--- config.mk ---
export PLATFORM = sky130hd
export DESIGN_NAME = sync_length_checksum_frame_receiver_top_flat
export DESIGN_NICKNAME = d
export VERILOG_FILES = /design/src/slcfr_pkg.sv /design/src/slcfr_if.sv /design/src/slcfr_parser.sv /design/src/slcfr_out_buf.sv /design/src/sync_length_checksum_frame_receiver_top.sv /design/src/flat_wrapper.sv
export VERILOG_INCLUDE_DIRS = /design/src /design/src/src
export SDC_FILE = /design/constraint.sdc
export NUM_CORES = 1
export LEC_CHECK = 0
export ABC_AREA = 1
export BUFFER_PORTS_ARGS = -buffer_cell sky130_fd_sc_hd__buf_4
export CAP_MARGIN = 15
export CORE_ASPECT_RATIO = 1.1
export CORE_MARGIN = 2
export CORE_UTILIZATION = 40
export CTS_CLUSTER_DIAMETER = 100
export DETAILED_ROUTE_END_ITERATION = 10
export GPL_ROUTABILITY_DRIVEN = 0
export PLACE_DENSITY = 0.63
export SYNTH_ARGS = -nofsm -noshare
export SYNTH_HDL_FRONTEND = slang
export SYNTH_HIERARCHICAL = 1
export SYNTH_SLANG_ARGS = --single-unit
--- constraint.sdc ---
create_clock -name clk_i -period 6.5 [get_ports clk_i]
set_clock_uncertainty 0.1 [all_clocks]
set_input_delay 0.325 -clock clk_i [delete_from_list [all_inputs] [get_ports clk_i]]
set_output_delay 0.325 -clock clk_i [all_outputs]
set_load 0.01 [all_outputs]
--- src/sync_length_checksum_frame_receiver_top_macros.svh ---
// Assertion macros of the frame receiver RTL.
`ifndef SYNC_LENGTH_CHECKSUM_FRAME_RECEIVER_TOP_MACROS_SVH
`define SYNC_LENGTH_CHECKSUM_FRAME_RECEIVER_TOP_MACROS_SVH

`ifndef NO_ASSERTIONS
// Checked only while the block is out of reset.
`define SLCFR_ASSERT(lbl, prop) \
  lbl: assert property (@(posedge clk_i) disable iff (!rst_ni) prop) \
    else $error("slcfr assertion failed");
// Checked at every clock edge, also during reset.
`define SLCFR_ASSERT_ALWAYS(lbl, prop) \
  lbl: assert property (@(posedge clk_i) prop) \
    else $error("slcfr assertion failed");
`else
`define SLCFR_ASSERT(lbl, prop)
`define SLCFR_ASSERT_ALWAYS(lbl, prop)
`endif

`endif

--- src/slcfr_pkg.sv ---
// Package with types and constants of the sync/length/checksum frame receiver.
package slcfr_pkg;

  localparam logic [7:0] SYNC1_BYTE    = 8'hAA;
  localparam logic [7:0] SYNC2_BYTE    = 8'h55;
  localparam logic [7:0] ADDR_BYTES    = 8'd5;
  localparam logic [7:0] HDR_IN_LENGTH = 8'd4;
  localparam logic [8:0] LIMIT_RESET   = 9'd256;

  localparam logic [1:0] ST_NONE   = 2'd0;
  localparam logic [1:0] ST_GOOD   = 2'd1;
  localparam logic [1:0] ST_BADSUM = 2'd2;
  localparam logic [1:0] ST_REJECT = 2'd3;

  typedef enum logic [9:0] {
    PH_HUNT  = 10'b00_0000_0001,
    PH_SYNC2 = 10'b00_0000_0010,
    PH_SRC   = 10'b00_0000_0100,
    PH_DST   = 10'b00_0000_1000,
    PH_LEN   = 10'b00_0001_0000,
    PH_VER   = 10'b00_0010_0000,
    PH_SER   = 10'b00_0100_0000,
    PH_CMD   = 10'b00_1000_0000,
    PH_DATA  = 10'b01_0000_0000,
    PH_CHK   = 10'b10_0000_0000
  } phase_e;

  typedef struct packed {
    logic [7:0] frame_byte;
    logic       byte_stored;
    logic [8:0] byte_index;
    logic [1:0] end_status;
    logic [8:0] frame_length;
  } res_t;

endpackage

--- src/slcfr_if.sv ---
// Handshake channel interfaces of the frame receiver.
interface slcfr_in_if;
  logic       valid;
  logic       ready;
  logic [7:0] rx_byte;

  modport source (output valid, output rx_byte, input ready);
  modport sink (input valid, input rx_byte, output ready);
endinterface

interface slcfr_out_if;
  logic       valid;
  logic       ready;
  logic [7:0] frame_byte;
  logic       byte_stored;
  logic [8:0] byte_index;
  logic [1:0] end_status;
  logic [8:0] frame_length;

  modport source (output valid, output frame_byte, output byte_stored, output byte_index,
                  output end_status, output frame_length, input ready);
  modport sink (input valid, input frame_byte, input byte_stored, input byte_index,
                input end_status, input frame_length, output ready);
endinterface

interface slcfr_cfg_if;
  logic       valid;
  logic       ready;
  logic [8:0] length_limit;

  modport source (output valid, output length_limit, input ready);
  modport sink (input valid, input length_limit, output ready);
endinterface

--- src/slcfr_parser.sv ---
// Frame parser: phase register, counters and running checksum, one byte per step.
module slcfr_parser (
  input  logic              clk_i,
  input  logic              rst_ni,
  input  logic              step_i,
  input  logic [7:0]        rx_byte_i,
  input  logic [8:0]        limit_i,
  output slcfr_pkg::res_t   res_o
);
  import slcfr_pkg::*;

  phase_e     phase_q, phase_d;
  logic [8:0] count_q, count_d;
  logic [7:0] field_q, field_d;
  logic [7:0] low_q, low_d;
  logic [7:0] sum_q, sum_d;
  logic       stored;
  logic [8:0] idx;
  logic       reject;
  logic [7:0] sum_add;

  // The length is at most 16 bits, the limit at most 256: any high byte rejects.
  assign reject  = (rx_byte_i != 8'd0) || (!limit_i[8] && (low_q >= limit_i[7:0]));
  assign sum_add = sum_q + rx_byte_i;

  // A sync byte found while hunting opens a new image at index zero.
  assign idx     = (phase_q == PH_HUNT) ? 9'd0 : count_q;
  assign count_d = stored ? idx + 9'd1 : count_q;

  always_comb begin
    phase_d = phase_q;
    field_d = field_q;
    low_d   = low_q;
    sum_d   = sum_q;
    stored  = 1'b0;
    res_o.frame_byte   = rx_byte_i;
    res_o.end_status   = ST_NONE;
    res_o.frame_length = 9'd0;
    unique case (phase_q)
      PH_HUNT: begin
        if (rx_byte_i == SYNC1_BYTE) begin
          stored  = 1'b1;
          phase_d = PH_SYNC2;
        end
      end
      PH_SYNC2: begin
        if (rx_byte_i == SYNC2_BYTE) begin
          stored  = 1'b1;
          field_d = 8'd0;
          phase_d = PH_SRC;
        end
      end
      PH_SRC, PH_DST: begin
        stored = 1'b1;
        if (field_q == ADDR_BYTES - 8'd1) begin
          field_d = 8'd0;
          phase_d = (phase_q == PH_SRC) ? PH_DST : PH_LEN;
        end else begin
          field_d = field_q + 8'd1;
        end
      end
      PH_LEN: begin
        stored = 1'b1;
        if (field_q == 8'd0) begin
          low_d   = rx_byte_i;
          field_d = 8'd1;
        end else if (reject) begin
          res_o.end_status = ST_REJECT;
          phase_d          = PH_HUNT;
        end else begin
          field_d = low_q;
          sum_d   = 8'd0;
          phase_d = PH_VER;
        end
      end
      PH_VER, PH_SER: begin
        stored  = 1'b1;
        sum_d   = sum_add;
        phase_d = (phase_q == PH_VER) ? PH_SER : PH_CMD;
      end
      PH_CMD: begin
        stored  = 1'b1;
        sum_d   = sum_add;
        field_d = (field_q >= HDR_IN_LENGTH) ? field_q - HDR_IN_LENGTH : 8'd0;
        phase_d = (field_q > HDR_IN_LENGTH) ? PH_DATA : PH_CHK;
      end
      PH_DATA: begin
        stored  = 1'b1;
        sum_d   = sum_add;
        field_d = field_q - 8'd1;
        if (field_q == 8'd1) begin
          phase_d = PH_CHK;
        end
      end
      PH_CHK: begin
        if (sum_q == rx_byte_i) begin
          res_o.end_status   = ST_GOOD;
          res_o.frame_length = count_q;
        end else begin
          res_o.end_status = ST_BADSUM;
        end
        phase_d = PH_HUNT;
      end
      default: begin
        phase_d = PH_HUNT;
      end
    endcase
    res_o.byte_stored = stored;
    res_o.byte_index  = stored ? idx : 9'd0;
  end

  always_ff @(posedge clk_i or negedge rst_ni) begin
    if (!rst_ni) begin
      phase_q <= PH_HUNT;
      count_q <= 9'd0;
      field_q <= 8'd0;
      low_q   <= 8'd0;
      sum_q   <= 8'd0;
    end else if (step_i) begin
      phase_q <= phase_d;
      count_q <= count_d;
      field_q <= field_d;
      low_q   <= low_d;
      sum_q   <= sum_d;
    end
  end

endmodule

--- src/slcfr_out_buf.sv ---
// Two-entry output buffer: result register plus a skid register.
module slcfr_out_buf (
  input  logic            clk_i,
  input  logic            rst_ni,
  input  logic            push_i,
  input  slcfr_pkg::res_t res_i,
  output logic            ready_o,
  slcfr_out_if.source     out_o
);
  import slcfr_pkg::*;

  res_t main_q, skid_q;
  logic main_valid_q, skid_valid_q;
  logic pop;

  assign pop     = main_valid_q && out_o.ready;
  assign ready_o = !skid_valid_q;

  assign out_o.valid        = main_valid_q;
  assign out_o.frame_byte   = main_q.frame_byte;
  assign out_o.byte_stored  = main_q.byte_stored;
  assign out_o.byte_index   = main_q.byte_index;
  assign out_o.end_status   = main_q.end_status;
  assign out_o.frame_length = main_q.frame_length;

  always_ff @(posedge clk_i or negedge rst_ni) begin
    if (!rst_ni) begin
      main_valid_q <= 1'b0;
      skid_valid_q <= 1'b0;
    end else if (skid_valid_q) begin
      if (pop) begin
        skid_valid_q <= 1'b0;
      end
    end else if (push_i) begin
      if (main_valid_q && !pop) begin
        skid_valid_q <= 1'b1;
      end else begin
        main_valid_q <= 1'b1;
      end
    end else if (pop) begin
      main_valid_q <= 1'b0;
    end
  end

  always_ff @(posedge clk_i) begin
    if (skid_valid_q) begin
      if (pop) begin
        main_q <= skid_q;
      end
    end else if (push_i) begin
      if (main_valid_q && !pop) begin
        skid_q <= res_i;
      end else begin
        main_q <= res_i;
      end
    end
  end

endmodule

--- src/sync_length_checksum_frame_receiver_top.sv ---
// Top level of the sync/length/checksum frame receiver.
//
// The block takes one received byte per item on in_ch_i and returns exactly one
// result item per byte on out_ch_o: the byte echoed, whether it belongs to the
// frame image and at which index, and an end status (frame good with its stored
// length, checksum mismatch, or length rejected). A frame is 0xAA, 0x55, five
// source bytes, five destination bytes, a little-endian 16-bit length, version,
// serial, command, length minus four data bytes and an additive checksum byte.
// The one register, length_limit, is written through cfg_i, which is always ready.
// Throughput is one item per cycle while an output buffer entry is free; the
// parser updates its phase, counter and 8-bit checksum once per accepted byte.
// Results sit in a two-entry output buffer, so a stalled receiver still lets one
// further item in; in_ch_i.ready drops only when both entries are full and rises
// again as soon as out_ch_o.ready takes one.
// Reset puts the parser into the hunt for 0xAA, clears the counters and the
// checksum, empties the output buffer and sets length_limit to 256.
module sync_length_checksum_frame_receiver_top (
  input  logic         clk_i,
  input  logic         rst_ni,
  slcfr_in_if.sink     in_ch_i,
  slcfr_out_if.source  out_ch_o,
  slcfr_cfg_if.sink    cfg_i
);
  import slcfr_pkg::*;

  `include "sync_length_checksum_frame_receiver_top_macros.svh"

  logic [8:0] limit_q;
  logic [8:0] limit_d;
  logic       buf_ready;
  logic       step;
  res_t       res;

  // Configuration writes are taken at any time; the limit is clamped in the parser.
  assign cfg_i.ready = 1'b1;
  assign limit_d     = (cfg_i.valid) ? cfg_i.length_limit : limit_q;

  always_ff @(posedge clk_i or negedge rst_ni) begin
    if (!rst_ni) begin
      limit_q <= LIMIT_RESET;
    end else begin
      limit_q <= limit_d;
    end
  end

  // An item is accepted whenever the output buffer has a free entry.
  assign in_ch_i.ready = buf_ready;
  assign step          = in_ch_i.valid && buf_ready;

  slcfr_parser u_parser (
    .clk_i     (clk_i),
    .rst_ni    (rst_ni),
    .step_i    (step),
    .rx_byte_i (in_ch_i.rx_byte),
    .limit_i   (limit_q),
    .res_o     (res)
  );

  slcfr_out_buf u_out_buf (
    .clk_i   (clk_i),
    .rst_ni  (rst_ni),
    .push_i  (step),
    .res_i   (res),
    .ready_o (buf_ready),
    .out_o   (out_ch_o)
  );

  // Backpressure on the input only comes from a held result on the output.
  `SLCFR_ASSERT_ALWAYS(a_stall_needs_result, !in_ch_i.ready |-> out_ch_o.valid)
  // The checksum byte closes a frame and is never part of the image.
  `SLCFR_ASSERT(a_chk_not_stored,
    (out_ch_o.valid && (out_ch_o.end_status == ST_GOOD ||
     out_ch_o.end_status == ST_BADSUM)) |-> !out_ch_o.byte_stored)
  // A frame length is reported only with a good frame.
  `SLCFR_ASSERT(a_len_only_good,
    (out_ch_o.valid && out_ch_o.end_status != ST_GOOD) |-> (out_ch_o.frame_length == 9'd0))
  // Bytes outside the image carry index zero.
  `SLCFR_ASSERT(a_idx_zero_unstored,
    (out_ch_o.valid && !out_ch_o.byte_stored) |-> (out_ch_o.byte_index == 9'd0))

endmodule

--- src/flat_wrapper.sv ---
// flat-port wrapper written by rule: the top's interface ports become plain ports
module sync_length_checksum_frame_receiver_top_flat import slcfr_pkg::*;
  (clk_i, rst_ni, in_ch_i_valid, in_ch_i_rx_byte, in_ch_i_ready, out_ch_o_valid, out_ch_o_frame_byte, out_ch_o_byte_stored, out_ch_o_byte_index, out_ch_o_end_status, out_ch_o_frame_length, out_ch_o_ready, cfg_i_valid, cfg_i_length_limit, cfg_i_ready);
  slcfr_in_if in_ch_i_i ();
  slcfr_out_if out_ch_o_i ();
  slcfr_cfg_if cfg_i_i ();
  input  logic clk_i;
  input  logic rst_ni;
  input wire logic [$bits(in_ch_i_i.valid)-1:0] in_ch_i_valid;
  input wire logic [$bits(in_ch_i_i.rx_byte)-1:0] in_ch_i_rx_byte;
  output wire logic [$bits(in_ch_i_i.ready)-1:0] in_ch_i_ready;
  output wire logic [$bits(out_ch_o_i.valid)-1:0] out_ch_o_valid;
  output wire logic [$bits(out_ch_o_i.frame_byte)-1:0] out_ch_o_frame_byte;
  output wire logic [$bits(out_ch_o_i.byte_stored)-1:0] out_ch_o_byte_stored;
  output wire logic [$bits(out_ch_o_i.byte_index)-1:0] out_ch_o_byte_index;
  output wire logic [$bits(out_ch_o_i.end_status)-1:0] out_ch_o_end_status;
  output wire logic [$bits(out_ch_o_i.frame_length)-1:0] out_ch_o_frame_length;
  input wire logic [$bits(out_ch_o_i.ready)-1:0] out_ch_o_ready;
  input wire logic [$bits(cfg_i_i.valid)-1:0] cfg_i_valid;
  input wire logic [$bits(cfg_i_i.length_limit)-1:0] cfg_i_length_limit;
  output wire logic [$bits(cfg_i_i.ready)-1:0] cfg_i_ready;
  assign in_ch_i_i.valid = in_ch_i_valid;
  assign in_ch_i_i.rx_byte = in_ch_i_rx_byte;
  assign in_ch_i_ready = in_ch_i_i.ready;
  assign out_ch_o_valid = out_ch_o_i.valid;
  assign out_ch_o_frame_byte = out_ch_o_i.frame_byte;
  assign out_ch_o_byte_stored = out_ch_o_i.byte_stored;
  assign out_ch_o_byte_index = out_ch_o_i.byte_index;
  assign out_ch_o_end_status = out_ch_o_i.end_status;
  assign out_ch_o_frame_length = out_ch_o_i.frame_length;
  assign out_ch_o_i.ready = out_ch_o_ready;
  assign cfg_i_i.valid = cfg_i_valid;
  assign cfg_i_i.length_limit = cfg_i_length_limit;
  assign cfg_i_ready = cfg_i_i.ready;
  sync_length_checksum_frame_receiver_top u_core (.clk_i(clk_i), .rst_ni(rst_ni), .in_ch_i(in_ch_i_i), .out_ch_o(out_ch_o_i), .cfg_i(cfg_i_i));
endmodule
==> reports/results.tsv <==
stage	metric	value	unit
cells_and_area	drive_gt1_frac	0.165	
worst_hold_path	min_to	u_core/limit_q[5]	
routing	vias	4788	
cells_and_area	final_util	0.456	
critical_path	critPathKind	reg2reg	
cells_and_area	final_cell_mix	nand2_1, inv_1, nor2_1, edfxtp_1, buf_4	
critical_path	worstRegToRegCells	8	
routing	viasPerCell	4.81	
critical_path	required	6460	ps
cts	cts_resized	0	
synthesis	seq_area_frac_synth	0.485	
critical_path	crit_chain	inv_6 > nand2_1 > inv_1 > inv_1 > nor2_1 > nand2_1 > inv_1 > buf_16	
critical_path	crit_top_cell	inv_1	
synthesis	synth_edf_count	58	
cts	root_buffer	clkbuf_16	
cells_and_area	antennaDiodeCount	0	
routing	detail-route-antenna-nets	0	
routing	remaining_drc_errors	0	
critical_path	rrSetupSlack	3620	ps
floorplan	die_width	124	µm
timing	setup_viol	0	
floorplan	dieArea	0.0170	mm²
cts	clk_path_buf_depth	2	
floorplan	fp.coreArea	0.0157	mm²
synthesis	netlist_instances	750	
floorplan	start_util	0.407	
critical_path	cp_top_family	buffers and inverters	
timing	hold-worst-slack	61.5	ps
floorplan	fp.dieH	136	µm
timing	max_slew.worst_pin.slew	1060	ps
timing	period_minus_slack	2880	ps
routing	wirelength	13000	µm
cells_and_area	syn2layout_area_growth	12.0	%
synthesis	synth_top_area_share	0.273	
critical_path	startpoint	u_core/u_out_buf/skid_valid_q	
critical_path	reg2reg_from	u_core/u_out_buf/skid_valid_q	
synthesis	syn_area_per_cell	8.51	µm²
critical_path	cp_slowest_cell	dfrtp_1	
timing	finalWorstSetupSlack	3620	ps
timing	rsz0062_at_grt	false	
grt	grt_start_max_net_pins	55	
critical_path	path_buf_inv	5	
placed_design	port_buffers	52	
flow_run	max-cap-violations	0	
grt	grt_util_all_layers	0.159	
timing	slew_headroom	0.291	
synthesis	synth_top_cell_by_area	edfxtp_1	
power_and_ir_drop	leakagePower	3.41	nW
synthesis	syn-num-nets	796	
routing	wl_per_cell	13.1	µm
timing	maxClockFrequency	347	MHz
worst_hold_path	hold_start	cfg_i_length_limit[5]	
critical_path	slowest_delay	790	ps
critical_path	cp_data_arrival_time	2840	ps
synthesis	synth_seq_cells	112	
critical_path	startpoint_type	flip-flop	
cts	clk_pin_slew	80	ps
synthesis	yosys_most_used_dff	edfxtp_1	
cts	h-tree-depth	3	
grt	grt_pass1_wl	21800	µm
timing	final.period_utilization	0.443	
power_and_ir_drop	p_total	2.56	mW
cells_and_area	num-fill-cells	1549	
power_and_ir_drop	power_density	358	mW/mm²
synthesis	synth.distinct_cells	45	
cts	numCtsBuffers	9	
cells_and_area	final_common_cell	nand2_1	
placed_design	dp_hpwl	9650	µm
critical_path	cp_max_fo	33	
floorplan	ios	54	
critical_path	end_kind	flip-flop	
routing	drt_iter0_drc	318	
synthesis	ys_top_cells_by_area	edfxtp_1, dfrtp_1, nand2_1	
grt	grt_antenna_before_repair	0	
timing	hold_violations	0	
timing	fin_tns_setup	0	ps
worst_hold_path	hold_depth	3	
cells_and_area	fin_nets	836	
placed_design	pre_cts_slack	3370	ps
synthesis	async_flop_share	0.482	
critical_path	r2r-end	u_core/u_out_buf/skid_q[2]	
cts	cts_sinks	112	
grt	grt_pass1_vias	4530	
cts	clock_latency	350	ps
timing	report.final.slew_viol_count	0	
power_and_ir_drop	ir_worst_vdd	177	µV
routing	first_pass_iters	5	
worst_hold_path	hold_path_class	in2reg	
status	outcome	complete, no violations	
floorplan	rows	48	
cts	cts_tree	yes	
grt	grt.overflow.total	0	
synthesis	yosys_warnings	6	
synthesis	syn_area	0.00638	mm²
[cell families (layout without fill, tap and decap cells)]
logic type	count (synthesis)	in the layout	share of synthesized area
flip-flops	112	112	0.485
XOR/XNOR	19	19	0.0261
buffers and inverters	110	155	0.0855
adder cells (fa/ha/maj)	24	24	0.0482
AO/OA/AOI/OAI	69	69	0.0584
other	1	1	0.000588
AND/OR/NAND/NOR	411	411	0.288
multiplexers	4	4	0.00824
[metal layers]
metal,vias up,wire length (µm),track usage
met5,-,0,0
met4,0,194,0.0449
met3,22,480,0.0303
met2,94,6220,0.274
met1,2168,6150,0.204
li1,2504,-,-
[timing repair]
item                                   4_1_cts  5_1_grt
endpoints found under the hold margin       52        0
setup buffers                                0        0
hold buffers                                 1        0
[cell usage after synthesis, types with 2 or more instances]
library cell	number
nand3_2	6
o21ai_0	23
nor2_2	6
buf_2	5
mux2_2	2
a21oi_1	13
nor2_4	2
edfxtp_1	58
nor2_1	58
nand3_1	31
xor2_1	14
buf_4	12
o21ai_1	25
ha_1	23
mux2_4	2
inv_1	73
nor3_1	9
dfrtp_1	52
inv_2	10
dfstp_2	2
buf_6	8
a21o_1	2
xnor2_1	5
nand2_2	17
nor3_2	3
nand2_1	249
nand4_1	22
[stage by stage]
step           instance area (µm²)  instances
2_1_floorplan                 6380        750
3_3_place_gp                  6810        977
3_5_place_dp                  6810        977
4_1_cts                       7120        994
5_1_grt                       7150        995
6_report                      7150        995
[worst register-to-register path, delay by kind of cell (launching register included)]
family / cells / cell delay (ps)
buffers and inverters: 5 / 1420
DFF: 1 / 790
and+or+nand+nor: 3 / 280
[layout make-up]
type / instances / area (µm²) / area share
clock inverters: 7 / 76.3 / 0.0107
clock buffers: 9 / 225 / 0.0315
repair buffers: 55 / 435 / 0.0609
multi-input cells: 528 / 2740 / 0.384
well taps: 200 / 250 / 0.0350
flip-flops and latches: 112 / 3100 / 0.433
inverters: 84 / 320 / 0.0448
[flip-flops by register name, indices dropped and copies added (netlist names), 9 cells and up]
register,cells
u_core/limit_q,9
u_core/u_parser/phase_q,10
u_core/u_parser/count_q,9
u_core/u_out_buf/out_o.byte_index,9
u_core/u_out_buf/out_o.frame_length,9
u_core/u_out_buf/skid_q,29
[where the power goes]
| group | internal (mW) | switching [mW] | total, mW | leakage (nW) |
|---|---|---|---|---|
| registers | 0.935 | 0.113 | 1.05 | 1.27 |
| logic | 0.331 | 0.617 | 0.947 | 1.98 |
| clock network | 0.303 | 0.257 | 0.560 | 0.150 |
| total | 1.57 | 0.986 | 2.56 | 3.41 |
[worst max-delay path by stage]
stage,end,slack [ps],cells after the start
floorplan,u_core/u_out_buf/out_o.byte_index[0],3520,7
global placement,u_core/u_out_buf/skid_q[13],3450,7
detailed placement,u_core/u_out_buf/skid_q[13],3370,7
CTS,u_core/u_out_buf/skid_q[2],3350,7
global route,u_core/u_out_buf/skid_q[4],3340,8
finish,u_core/u_out_buf/skid_q[2],3620,8
(Power assumes the default switching activity.)
